==> src/design/pbsp_pkg.sv <==
`timescale 1ns / 1ps

package pbsp_pkg;

  localparam int CoordWidth = 16;
  localparam int NumEdges   = 12;
  localparam int CntW       = 4;
  localparam int MulAW      = 35;
  localparam int MulBW      = 17;
  localparam int MulPW      = MulAW + MulBW;
  localparam int AccW       = 53;
  localparam int NumW       = 35;
  localparam int DenW       = 33;
  localparam int DvdW       = 36;
  localparam int DvsW       = 17;
  localparam int DivCntW    = 6;

  localparam logic signed [15:0] BoxMinReset = -16'sd2048;
  localparam logic signed [15:0] BoxMaxReset = 16'sd2048;

  localparam logic [2:0] RegMinX = 3'd0;
  localparam logic [2:0] RegMinY = 3'd1;
  localparam logic [2:0] RegMinZ = 3'd2;
  localparam logic [2:0] RegMaxX = 3'd3;
  localparam logic [2:0] RegMaxY = 3'd4;
  localparam logic [2:0] RegMaxZ = 3'd5;

  typedef struct packed {
    logic       cx;
    logic       cy;
    logic       cz;
    logic [1:0] axis;
    logic [5:0] mask;
  } edge_t;

  typedef struct packed {
    logic signed [15:0] x;
    logic signed [15:0] y;
    logic signed [15:0] z;
    logic [5:0]         mask;
  } hit_t;

  function automatic edge_t edge_info(input logic [CntW-1:0] e);
    edge_t r;
    case (e)
      4'd0:    r = '{1'b0, 1'b0, 1'b0, 2'd0, 6'h11};
      4'd1:    r = '{1'b0, 1'b1, 1'b0, 2'd0, 6'h21};
      4'd2:    r = '{1'b0, 1'b0, 1'b1, 2'd0, 6'h12};
      4'd3:    r = '{1'b0, 1'b1, 1'b1, 2'd0, 6'h22};
      4'd4:    r = '{1'b0, 1'b0, 1'b0, 2'd1, 6'h05};
      4'd5:    r = '{1'b1, 1'b0, 1'b0, 2'd1, 6'h09};
      4'd6:    r = '{1'b0, 1'b0, 1'b1, 2'd1, 6'h06};
      4'd7:    r = '{1'b1, 1'b0, 1'b1, 2'd1, 6'h0A};
      4'd8:    r = '{1'b0, 1'b0, 1'b0, 2'd2, 6'h14};
      4'd9:    r = '{1'b1, 1'b0, 1'b0, 2'd2, 6'h18};
      4'd10:   r = '{1'b0, 1'b1, 1'b0, 2'd2, 6'h24};
      4'd11:   r = '{1'b1, 1'b1, 1'b0, 2'd2, 6'h28};
      default: r = '0;
    endcase
    return r;
  endfunction

endpackage

==> src/design/plane_box_section_polygon.sv <==
`timescale 1ns / 1ps

// Channel | Dir | Transfer            | Payload
// in_     | in  | in_tvalid&in_tready | tdata: px, py, pz, nx, ny, nz (16b each)
// out_    | out | out_tvalid&tready   | tdata: x, y, z, hit_index, face_mask; tuser found; tlast
// cfg_    | in  | cfg_we              | cfg_index selects box bound, cfg_data value
//
// One plane per transfer; in_tready is high only when idle.
// Edge scan: DEN, NUM, CHK and NXT per edge, plus DIV and FIX per hit (serial divider, 1 bit/cycle).
// Ordering: shared multiplier, RJ, RMUL and RCMP per pair of hits, up to 110 pairs.
// Output scan: walks the stored hits for each rank in turn, and waits on output stalls.
// rst_n is synchronous; box bounds reset to -0.5 / +0.5.
module plane_box_section_polygon import pbsp_pkg::*; (
  input  logic        clk,
  input  logic        rst_n,
  input  logic        in_tvalid,
  output logic        in_tready,
  input  logic [95:0] in_tdata,   // plane_px, plane_py, plane_pz, normal_x, normal_y, normal_z
  output logic        out_tvalid,
  input  logic        out_tready,
  output logic [63:0] out_tdata,  // point_x, point_y, point_z, hit_index, face_mask, zero pad
  output logic        out_tuser,  // found
  output logic        out_tlast,
  input  logic        cfg_we,
  input  logic [2:0]  cfg_index,
  input  logic [15:0] cfg_data
);

  typedef enum logic [12:0] {
    ST_IDLE  = 13'b0000000000001,
    ST_DEN   = 13'b0000000000010,
    ST_NUM   = 13'b0000000000100,
    ST_CHK   = 13'b0000000001000,
    ST_DIV   = 13'b0000000010000,
    ST_FIX   = 13'b0000000100000,
    ST_NXT   = 13'b0000001000000,
    ST_RI    = 13'b0000010000000,
    ST_RJ    = 13'b0000100000000,
    ST_RMUL  = 13'b0001000000000,
    ST_RCMP  = 13'b0010000000000,
    ST_OSCAN = 13'b0100000000000,
    ST_OWAIT = 13'b1000000000000
  } state_t;

  state_t state_r, state_nxt;

  logic signed [15:0] lo_r [3];
  logic signed [15:0] hi_r [3];
  logic signed [15:0] p_r  [3];
  logic signed [15:0] n_r  [3];

  logic [CntW-1:0] e_r, cnt_r, i_r, j_r, k_r, si_r, r_r, rk_r;
  logic [3:0]      step_r;
  logic signed [AccW-1:0]  acc_r;
  logic signed [MulAW-1:0] x_r;
  logic signed [DenW-1:0]  den_r;
  logic [DvdW-1:0]         qd_r;
  logic [DvsW-1:0]         rem_r, dvs_r;
  logic [DivCntW-1:0]      dcnt_r;
  logic                    neg_r;
  logic signed [16:0] o_r [3];
  logic signed [16:0] u_r [3];
  logic signed [16:0] v_r [3];

  hit_t            hit_mem [NumEdges];
  logic [CntW-1:0] rank_r  [NumEdges];

  logic        out_valid_r, out_found_r, out_last_r;
  logic [15:0] out_x_r, out_y_r, out_z_r;
  logic [3:0]  out_idx_r;
  logic [5:0]  out_mask_r;

  // edge geometry
  edge_t              ed;
  logic signed [15:0] s_c [3];
  logic signed [16:0] d_c, diff_c;
  logic signed [15:0] na_c;
  always_comb begin
    ed     = edge_info(e_r);
    s_c[0] = ed.cx ? hi_r[0] : lo_r[0];
    s_c[1] = ed.cy ? hi_r[1] : lo_r[1];
    s_c[2] = ed.cz ? hi_r[2] : lo_r[2];
    d_c    = 17'(hi_r[ed.axis]) - 17'(lo_r[ed.axis]);
    na_c   = n_r[ed.axis];
    diff_c = 17'(p_r[step_r[1:0]]) - 17'(s_c[step_r[1:0]]);
  end

  // shared multiplier
  logic signed [MulAW-1:0] mul_a;
  logic signed [MulBW-1:0] mul_b;
  logic signed [MulPW-1:0] mul_p;
  always_comb begin
    mul_a = '0;
    mul_b = '0;
    case (state_r)
      ST_DEN: begin
        mul_a = MulAW'(d_c);
        mul_b = MulBW'(na_c);
      end
      ST_NUM: begin
        mul_a = MulAW'(diff_c);
        mul_b = MulBW'(n_r[step_r[1:0]]);
      end
      ST_RMUL: begin
        case (step_r)
          4'd0:    begin mul_a = MulAW'(u_r[1]); mul_b = v_r[2]; end
          4'd1:    begin mul_a = MulAW'(u_r[2]); mul_b = v_r[1]; end
          4'd2:    begin mul_a = x_r; mul_b = MulBW'(n_r[0]); end
          4'd3:    begin mul_a = MulAW'(u_r[2]); mul_b = v_r[0]; end
          4'd4:    begin mul_a = MulAW'(u_r[0]); mul_b = v_r[2]; end
          4'd5:    begin mul_a = x_r; mul_b = MulBW'(n_r[1]); end
          4'd6:    begin mul_a = MulAW'(u_r[0]); mul_b = v_r[1]; end
          4'd7:    begin mul_a = MulAW'(u_r[1]); mul_b = v_r[0]; end
          4'd8:    begin mul_a = x_r; mul_b = MulBW'(n_r[2]); end
          default: begin mul_a = '0; mul_b = '0; end
        endcase
      end
      default: begin
        mul_a = '0;
        mul_b = '0;
      end
    endcase
    mul_p = MulPW'(mul_a) * MulPW'(mul_b);
  end

  // hit test and divider setup
  logic signed [NumW-1:0] num_c, den_x;
  logic [NumW-1:0]        num_abs;
  logic [15:0]            na_abs;
  logic                   keep_c;
  always_comb begin
    num_c   = acc_r[NumW-1:0];
    den_x   = NumW'(den_r);
    num_abs = num_c[NumW-1] ? NumW'(-num_c) : NumW'(num_c);
    na_abs  = na_c[15] ? 16'(-na_c) : 16'(na_c);
    if (den_r > 0)
      keep_c = (num_c >= 0) && (num_c <= den_x);
    else
      keep_c = (den_r != 0) && (num_c <= 0) && (num_c >= den_x);
  end

  // divider step
  logic [DvsW:0] dsh;
  logic          dbit;
  always_comb begin
    dsh  = {rem_r, qd_r[DvdW-1]};
    dbit = dsh >= {1'b0, dvs_r};
  end

  // hit coordinate
  logic signed [37:0] q_s, sum_c;
  logic signed [15:0] coord_c;
  localparam logic signed [37:0] SatHi = 38'((64'sd1 <<< (CoordWidth - 1)) - 1);
  localparam logic signed [37:0] SatLo = -SatHi - 38'sd1;
  always_comb begin
    q_s   = neg_r ? -38'($signed({2'b00, qd_r})) : 38'($signed({2'b00, qd_r}));
    sum_c = 38'(s_c[ed.axis]) + q_s;
    if (sum_c > SatHi)
      coord_c = 16'(SatHi);
    else if (sum_c < SatLo)
      coord_c = 16'(SatLo);
    else
      coord_c = sum_c[15:0];
  end

  // single memory read port
  logic [CntW-1:0] rd_addr;
  hit_t            rd_hit;
  always_comb begin
    case (state_r)
      ST_RI:   rd_addr = i_r;
      ST_RJ:   rd_addr = j_r;
      default: rd_addr = si_r;
    endcase
    rd_hit = hit_mem[rd_addr];
  end

  logic last_edge, rank_hit, scan_wrap;
  always_comb begin
    last_edge = e_r == CntW'(NumEdges - 1);
    rank_hit  = rank_r[si_r] == r_r;
    scan_wrap = si_r == cnt_r - 1'b1;
  end

  always_comb begin
    state_nxt = state_r;
    case (state_r)
      ST_IDLE:  if (in_tvalid) state_nxt = ST_DEN;
      ST_DEN:   state_nxt = ST_NUM;
      ST_NUM:   if (step_r == 4'd2) state_nxt = ST_CHK;
      ST_CHK:   state_nxt = keep_c ? ST_DIV : ST_NXT;
      ST_DIV:   if (dcnt_r == DivCntW'(DvdW - 1)) state_nxt = ST_FIX;
      ST_FIX:   state_nxt = ST_NXT;
      ST_NXT: begin
        if (!last_edge)         state_nxt = ST_DEN;
        else if (cnt_r == '0)   state_nxt = ST_OWAIT;
        else if (cnt_r == 4'd1) state_nxt = ST_OSCAN;
        else                    state_nxt = ST_RI;
      end
      ST_RI:    state_nxt = ST_RJ;
      ST_RJ: begin
        if (j_r == cnt_r)
          state_nxt = (i_r + 1'b1 == cnt_r) ? ST_OSCAN : ST_RI;
        else if (j_r != i_r)
          state_nxt = ST_RMUL;
      end
      ST_RMUL:  if (step_r == 4'd8) state_nxt = ST_RCMP;
      ST_RCMP:  state_nxt = ST_RJ;
      ST_OSCAN: if (rank_hit) state_nxt = ST_OWAIT;
      ST_OWAIT: if (out_tready) state_nxt = (k_r == cnt_r) ? ST_IDLE : ST_OSCAN;
      default:  state_nxt = ST_IDLE;
    endcase
  end

  always_ff @(posedge clk) begin
    if (!rst_n) begin
      state_r     <= ST_IDLE;
      out_valid_r <= 1'b0;
      cnt_r       <= '0;
      k_r         <= '0;
      lo_r[0]     <= BoxMinReset;
      lo_r[1]     <= BoxMinReset;
      lo_r[2]     <= BoxMinReset;
      hi_r[0]     <= BoxMaxReset;
      hi_r[1]     <= BoxMaxReset;
      hi_r[2]     <= BoxMaxReset;
    end else begin
      state_r <= state_nxt;
      if (cfg_we) begin
        case (cfg_index)
          RegMinX: lo_r[0] <= cfg_data;
          RegMinY: lo_r[1] <= cfg_data;
          RegMinZ: lo_r[2] <= cfg_data;
          RegMaxX: hi_r[0] <= cfg_data;
          RegMaxY: hi_r[1] <= cfg_data;
          RegMaxZ: hi_r[2] <= cfg_data;
          default: ;
        endcase
      end
      case (state_r)
        ST_IDLE: begin
          if (in_tvalid) begin
            p_r[0]    <= in_tdata[15:0];
            p_r[1]    <= in_tdata[31:16];
            p_r[2]    <= in_tdata[47:32];
            n_r[0]    <= in_tdata[63:48];
            n_r[1]    <= in_tdata[79:64];
            n_r[2]    <= in_tdata[95:80];
            e_r       <= '0;
            cnt_r     <= '0;
            k_r       <= '0;
            rank_r[0] <= '0;
          end
        end
        ST_DEN: begin
          den_r  <= mul_p[DenW-1:0];
          step_r <= '0;
        end
        ST_NUM: begin
          acc_r  <= (step_r == '0) ? AccW'(mul_p) : acc_r + AccW'(mul_p);
          step_r <= step_r + 1'b1;
        end
        ST_CHK: begin
          qd_r   <= DvdW'({num_abs, 1'b0}) + DvdW'(na_abs);
          dvs_r  <= {na_abs, 1'b0};
          rem_r  <= '0;
          dcnt_r <= '0;
          neg_r  <= num_c[NumW-1] ^ na_c[15];
        end
        ST_DIV: begin
          rem_r  <= dbit ? DvsW'(dsh - {1'b0, dvs_r}) : dsh[DvsW-1:0];
          qd_r   <= {qd_r[DvdW-2:0], dbit};
          dcnt_r <= dcnt_r + 1'b1;
        end
        ST_FIX: begin
          hit_mem[cnt_r].x    <= (ed.axis == 2'd0) ? coord_c : s_c[0];
          hit_mem[cnt_r].y    <= (ed.axis == 2'd1) ? coord_c : s_c[1];
          hit_mem[cnt_r].z    <= (ed.axis == 2'd2) ? coord_c : s_c[2];
          hit_mem[cnt_r].mask <= ed.mask;
          if (cnt_r == '0) begin
            o_r[0] <= 17'((ed.axis == 2'd0) ? coord_c : s_c[0]);
            o_r[1] <= 17'((ed.axis == 2'd1) ? coord_c : s_c[1]);
            o_r[2] <= 17'((ed.axis == 2'd2) ? coord_c : s_c[2]);
          end
          cnt_r <= cnt_r + 1'b1;
        end
        ST_NXT: begin
          e_r  <= e_r + 1'b1;
          i_r  <= 4'd1;
          si_r <= '0;
          r_r  <= '0;
          if (last_edge && cnt_r == '0) begin
            out_valid_r <= 1'b1;
            out_x_r     <= '0;
            out_y_r     <= '0;
            out_z_r     <= '0;
            out_idx_r   <= '0;
            out_mask_r  <= '0;
            out_found_r <= 1'b0;
            out_last_r  <= 1'b1;
          end
        end
        ST_RI: begin
          v_r[0] <= 17'(rd_hit.x) - o_r[0];
          v_r[1] <= 17'(rd_hit.y) - o_r[1];
          v_r[2] <= 17'(rd_hit.z) - o_r[2];
          rk_r   <= 4'd1;
          j_r    <= 4'd1;
        end
        ST_RJ: begin
          if (j_r == cnt_r) begin
            rank_r[i_r] <= rk_r;
            i_r         <= i_r + 1'b1;
          end else if (j_r == i_r) begin
            j_r <= j_r + 1'b1;
          end else begin
            u_r[0] <= 17'(rd_hit.x) - o_r[0];
            u_r[1] <= 17'(rd_hit.y) - o_r[1];
            u_r[2] <= 17'(rd_hit.z) - o_r[2];
            step_r <= '0;
          end
        end
        ST_RMUL: begin
          case (step_r)
            4'd0, 4'd3, 4'd6: x_r <= MulAW'(mul_p);
            4'd1, 4'd4, 4'd7: x_r <= x_r - MulAW'(mul_p);
            4'd2:             acc_r <= AccW'(mul_p);
            default:          acc_r <= acc_r + AccW'(mul_p);
          endcase
          step_r <= step_r + 1'b1;
        end
        ST_RCMP: begin
          if (acc_r > 0 || (acc_r == 0 && j_r < i_r))
            rk_r <= rk_r + 1'b1;
          j_r <= j_r + 1'b1;
        end
        ST_OSCAN: begin
          if (scan_wrap) begin
            si_r <= '0;
            r_r  <= r_r + 1'b1;
          end else begin
            si_r <= si_r + 1'b1;
          end
          if (rank_hit) begin
            out_valid_r <= 1'b1;
            out_x_r     <= rd_hit.x;
            out_y_r     <= rd_hit.y;
            out_z_r     <= rd_hit.z;
            out_idx_r   <= si_r;
            out_mask_r  <= rd_hit.mask;
            out_found_r <= 1'b1;
            out_last_r  <= (k_r + 1'b1) == cnt_r;
            k_r         <= k_r + 1'b1;
          end
        end
        ST_OWAIT: begin
          if (out_tready) out_valid_r <= 1'b0;
        end
        default: ;
      endcase
    end
  end

  assign in_tready  = state_r == ST_IDLE;
  assign out_tvalid = out_valid_r;
  assign out_tdata  = {6'd0, out_mask_r, out_idx_r, out_z_r, out_y_r, out_x_r};
  assign out_tuser  = out_found_r;
  assign out_tlast  = out_last_r;

  a_idle_no_out: assert property (@(posedge clk) disable iff (!rst_n)
    state_r == ST_IDLE |-> !out_valid_r) else $error("result pending while idle");
  a_valid_wait: assert property (@(posedge clk) disable iff (!rst_n)
    out_valid_r |-> state_r == ST_OWAIT) else $error("result valid outside wait");
  a_cnt_range: assert property (@(posedge clk) disable iff (!rst_n)
    cnt_r <= CntW'(NumEdges) && k_r <= cnt_r) else $error("hit count out of range");
  a_miss_last: assert property (@(posedge clk) disable iff (!rst_n)
    out_valid_r && !out_found_r |-> out_last_r) else $error("not found without last");
  a_busy_after_in: assert property (@(posedge clk) disable iff (!rst_n)
    in_tvalid && in_tready |=> !in_tready) else $error("ready right after accept");

endmodule

==> config.mk <==
export PLATFORM = sky130hd
export DESIGN_NAME = plane_box_section_polygon
export DESIGN_NICKNAME = d
export VERILOG_FILES = /design/src/design/pbsp_pkg.sv /design/src/design/plane_box_section_polygon.sv
export SDC_FILE = /design/constraint.sdc
export NUM_CORES = 2
export LEC_CHECK = 0
export BUFFER_PORTS_ARGS = -buffer_cell sky130_fd_sc_hd__buf_2
export CAP_MARGIN = 15
export CORE_MARGIN = 5
export CORE_UTILIZATION = 35
export CTS_CLUSTER_SIZE = 28
export DETAILED_ROUTE_END_ITERATION = 6
export GPL_TIMING_DRIVEN = 0
export PLACE_DENSITY = 0.58
export SLEW_MARGIN = 20
export SYNTH_ARGS = -nofsm -noshare
export SYNTH_HDL_FRONTEND = slang
export SYNTH_SLANG_ARGS = --single-unit
==> constraint.sdc <==
create_clock -name clk -period 31.8 [get_ports clk]
set_clock_uncertainty 0.15 [all_clocks]
set_input_delay 1.59 -clock clk [delete_from_list [all_inputs] [get_ports clk]]
set_output_delay 1.59 -clock clk [all_outputs]
set_load 0.01 [all_outputs]
==> results.txt <==
* Post-detailed-placement half-perimeter wirelength: 275.6 mm
- Count of standard-cell rows: 187
* Largest fanout of any net on the critical path: 10
- Headroom to the max-slew limit came out at 13.02%.
* FF+latch count, synth: 1359
- Unrepaired setup endpoints after global routing: false
- Remaining number of nets flagged by the antenna check after routing: 0
* Total overflow reported by the global router: 0
* Portion of the clock cycle consumed by the worst path in the final layout: 59.91%
* Maximum clock frequency: 0.05249 GHz
- Ratio of cells with drive above 1 in the final layout: 8.227%
* Min Clock Period, post-route: 19.05 ns
- Average wire length per cell after detail routing: 26.77 um
* Max-cap violations: 0
- The largest individual stage delay along the critical path comes from the cell xnor2_1.
- Total Routing Usage GR: 24.76%
- The clock reaches the later pin of the worst-skew pair after 0.84 ns.
- The checks that failed: design-rule violations.
- The cell area that synthesis handed to floorplanning was 91170 um2.
- Including well taps, the total number of placed cells is 12560.
- Met3 routed WL: 32.68 mm
* End of the worst register-to-register path: acc_r[49]$_DFFE_PP_
- Number of failing setup endpoints in the final timing report: 0
* Maximum number of pins on one net before global-route repair: 52
- Core area: 259500 um2
* Clock-pin slew on the worst setup and hold paths: 0.07 ns
- DRC violation count after routing: 8
- Total Routed Length: 344.3 mm
* Number of antenna violations at the first check in global routing: 29
* Data arrival time of the worst path: 19.46 ns
- Asr flop ratio synth: 0%
- Vias/cell: 5.608
- Startpoint of the lowest-slack hold path: k_r[3]$_SDFFE_PN0P_
- Port Buffers: 180
- Maximum clock path buffer count: 3
- The first global-routing pass estimated 492.5 mm of wire.
- The flow ran to the end, but the final reports show violations.
* Final std cells w/o fill: 12860
* Final estimated routing congestion in global placement: 1.028
* Fraction of synthesized cell area taken by the top area cell type: 43.58%
- After routing the design area is 104100 um2.
- Post-route setup TNS: 0 ns
- Final Hold Viols: 0
- In this run the power density over the cells is 54.66 nW/um2.
- VDD sags by at most 0.04742 mV.
- H-tree level count: 4
* Ranking of synthesized cells by area: edfxtp_1 44%, fa_1 13%, ha_1 5.7%
* Buffers and inverters on the worst path: 14
- The final max-slew violation count was 0.
- Total clock sinks: 1359
- Count of flip-flops with a built-in enable after synthesis: 1323
- Die Outline Area: 270800 um2
* Pwr Total: 5.689 mW
* Effective utilization at floorplan: 35.13%
- Hold buffer count at CTS: 0
* Post-cts gate resize count: 0
- The placed instances occupy a cell area of 98700 um2.
* Distinct cell type count after synthesis: 98
- Top delay family on crit path: compound AO/OA/AOI/OAI gates
- Synthesis produced a netlist whose cell count is 8843.
* I/O pins: 188
- Wire length on met1: 138.2 mm
- The number of global-route vias before repair is 70630.
* Cell taking the most area after synthesis: edfxtp_1
* Most used standard cell by instance count after synthesis: edfxtp_1
* Commonest cells post-synth: 1323 x edfxtp_1, 1256 x nand2_1, 818 x inv_1, 582 x a21oi_1, 581 x nor2_1
- For hold timing, the worst endpoint is k_r[3]$_SDFFE_PN0P_.
* Mean cell area of the mapped netlist: 10.31 um2
- CTS buffer count: 155
* Overall die width: 520.4 um
- STA classifies the critical path endpoint as a flop.
* Vertical extent of the die: 520.4 um
- The layout has 24950 filler cells.
- Before antenna repair, the detailed router went through 7 iterations.
- Transition time at the pin with the least slew margin: 1.291 ns
- Vias: 72120
* Worst reg2reg startpoint: ed[6]$_SDFF_PP0_
- The worst setup path is launched from a flop.
- Clock tree from TritonCTS: yes
- The final layout contains 10430 nets.
* Final worst hold slack: 0.3617 ns
- Highest signal layer in the routed design: met5
* Data required time at the worst endpoint: 32.21 ns
- The number of setup buffers added after CTS is 0.
- Area Growth Syn to Fin: 14.16%
* Max incr delay on CP: 0.90 ns
- For this run, the register share of the synthesized area comes to 44.37%.
- The root buffer cell chosen for the clock tree is clkbuf_16.
- For this block, the initial DRC count from the detailed router was 8236.
* Flop2flop setup slack: 12.75 ns
- In the synthesized netlist the dominant register cell turns out to be edfxtp_1.
- Type of the tightest min-delay check: reg2reg
- Total length of routed met2 wires: 151.4 mm
- Counting cells, the worst reg-to-reg path comes to 55.
* Startpoint-to-endpoint class of the critical path: reg2reg
* Yosys warning total: 0
- The analysis attributes to cell leakage a power of 40.48 nW.
* Worst hold path depth: 2
where the power goes:
| part | leakage (nW) | switching [mW] | internal [mW] |
|---|---|---|---|
| Sequential | 12.4 | 0.0407 | 2.17 |
| Combinational | 25.5 | 1.15 | 0.476 |
| Clock | 2.54 | 0.802 | 1.05 |
| Total | 40.5 | 1.99 | 3.69 |
registers in the layout, summed over array words and instances (netlist names), 17 cells and up, named ones only:
name,cells
n_r,48
o_r,48
p_r,48
hit_mem,648
rem_r,17
den_r,33
hi_r,48
qd_r,36
x_r,35
u_r,51
rank_r,48
lo_r,48
v_r,51
acc_r,53
final cells by class:
cell class | count | area (um2) | area share, %
clock inverters | 108 | 1343 | 1.290
diodes | 13 | 32.53 | 0.03126
multi-input cells | 6230 | 46510 | 44.69
clock buffers | 174 | 3960 | 3.805
repair buffers | 315 | 2739 | 2.632
plain buffers | 440 | 1712 | 1.645
well taps | 3402 | 4257 | 4.090
flip-flops and latches | 1359 | 40450 | 38.86
inverters | 819 | 3074 | 2.954
worst max-delay path by stage:
stage               cells past startpoint                   to        startpoint  slack, ns
finish                                 55  acc_r[49]$_DFFE_PP_  ed[6]$_SDFF_PP0_      12.75
global route                           55  acc_r[49]$_DFFE_PP_  ed[6]$_SDFF_PP0_      12.39
CTS                                    55  acc_r[49]$_DFFE_PP_  ed[6]$_SDFF_PP0_      13.24
detailed placement                     55  acc_r[49]$_DFFE_PP_  ed[6]$_SDFF_PP0_      13.37
global placement                       55  acc_r[49]$_DFFE_PP_  ed[6]$_SDFF_PP0_      13.47
floorplan                              53  acc_r[49]$_DFFE_PP_  ed[6]$_SDFF_PP0_      18.95
cell usage in the layout, fill, tap and decap left out, types with 203 or more instances in the layout:
cell and instances:
fa_1 577, o21ai_0 430, ha_1 415, nand3_1 498, a21oi_1 580, inv_1 818, nand2_1 1256, xnor2_1 229
clkbuf_1 393, buf_2 203, edfxtp_1 1323, nor2_1 560
layer usage:
metal | track usage [%] | up-vias
li1 | - | 31880
met1 | 32.56 | 35980
met2 | 38.20 | 3509
met3 | 5.604 | 733
met4 | 13.04 | 10
met5 | 0 | -
metrics by stage:
step,utilization (%),setup WS [ns]
floorplan,-,18.95
global placement,37.13,13.47
detailed placement,38.04,13.37
CTS,40.08,13.24
global route,40.10,12.39
finish,40.11,12.75
worst reg2reg max path: cells and delay by family, from the launching register on:
kind,cells,cell delay [ns]
AO/OA/AOI/OAI,23,6.41
buffers and inverters,14,5.44
adder cells (fa/ha/maj),10,4.45
XOR/XNOR,1,0.90
AND/OR/NAND/NOR,6,0.87
flip-flops,1,0.30
multiplexers,1,0.27
kinds of logic after synthesis:
logic type               count (synthesis)  synth area share [%]
multiplexers                           186                 2.266
XOR/XNOR                               354                 3.401
AND/OR/NAND/NOR                       2954                 14.64
other                                    1              0.004113
AO/OA/AOI/OAI                         1738                 11.72
flip-flops                            1359                 44.37
buffers and inverters                 1259                 5.241
adder cells (fa/ha/maj)                992                 18.37
Power figures use the tool's default switching activity.
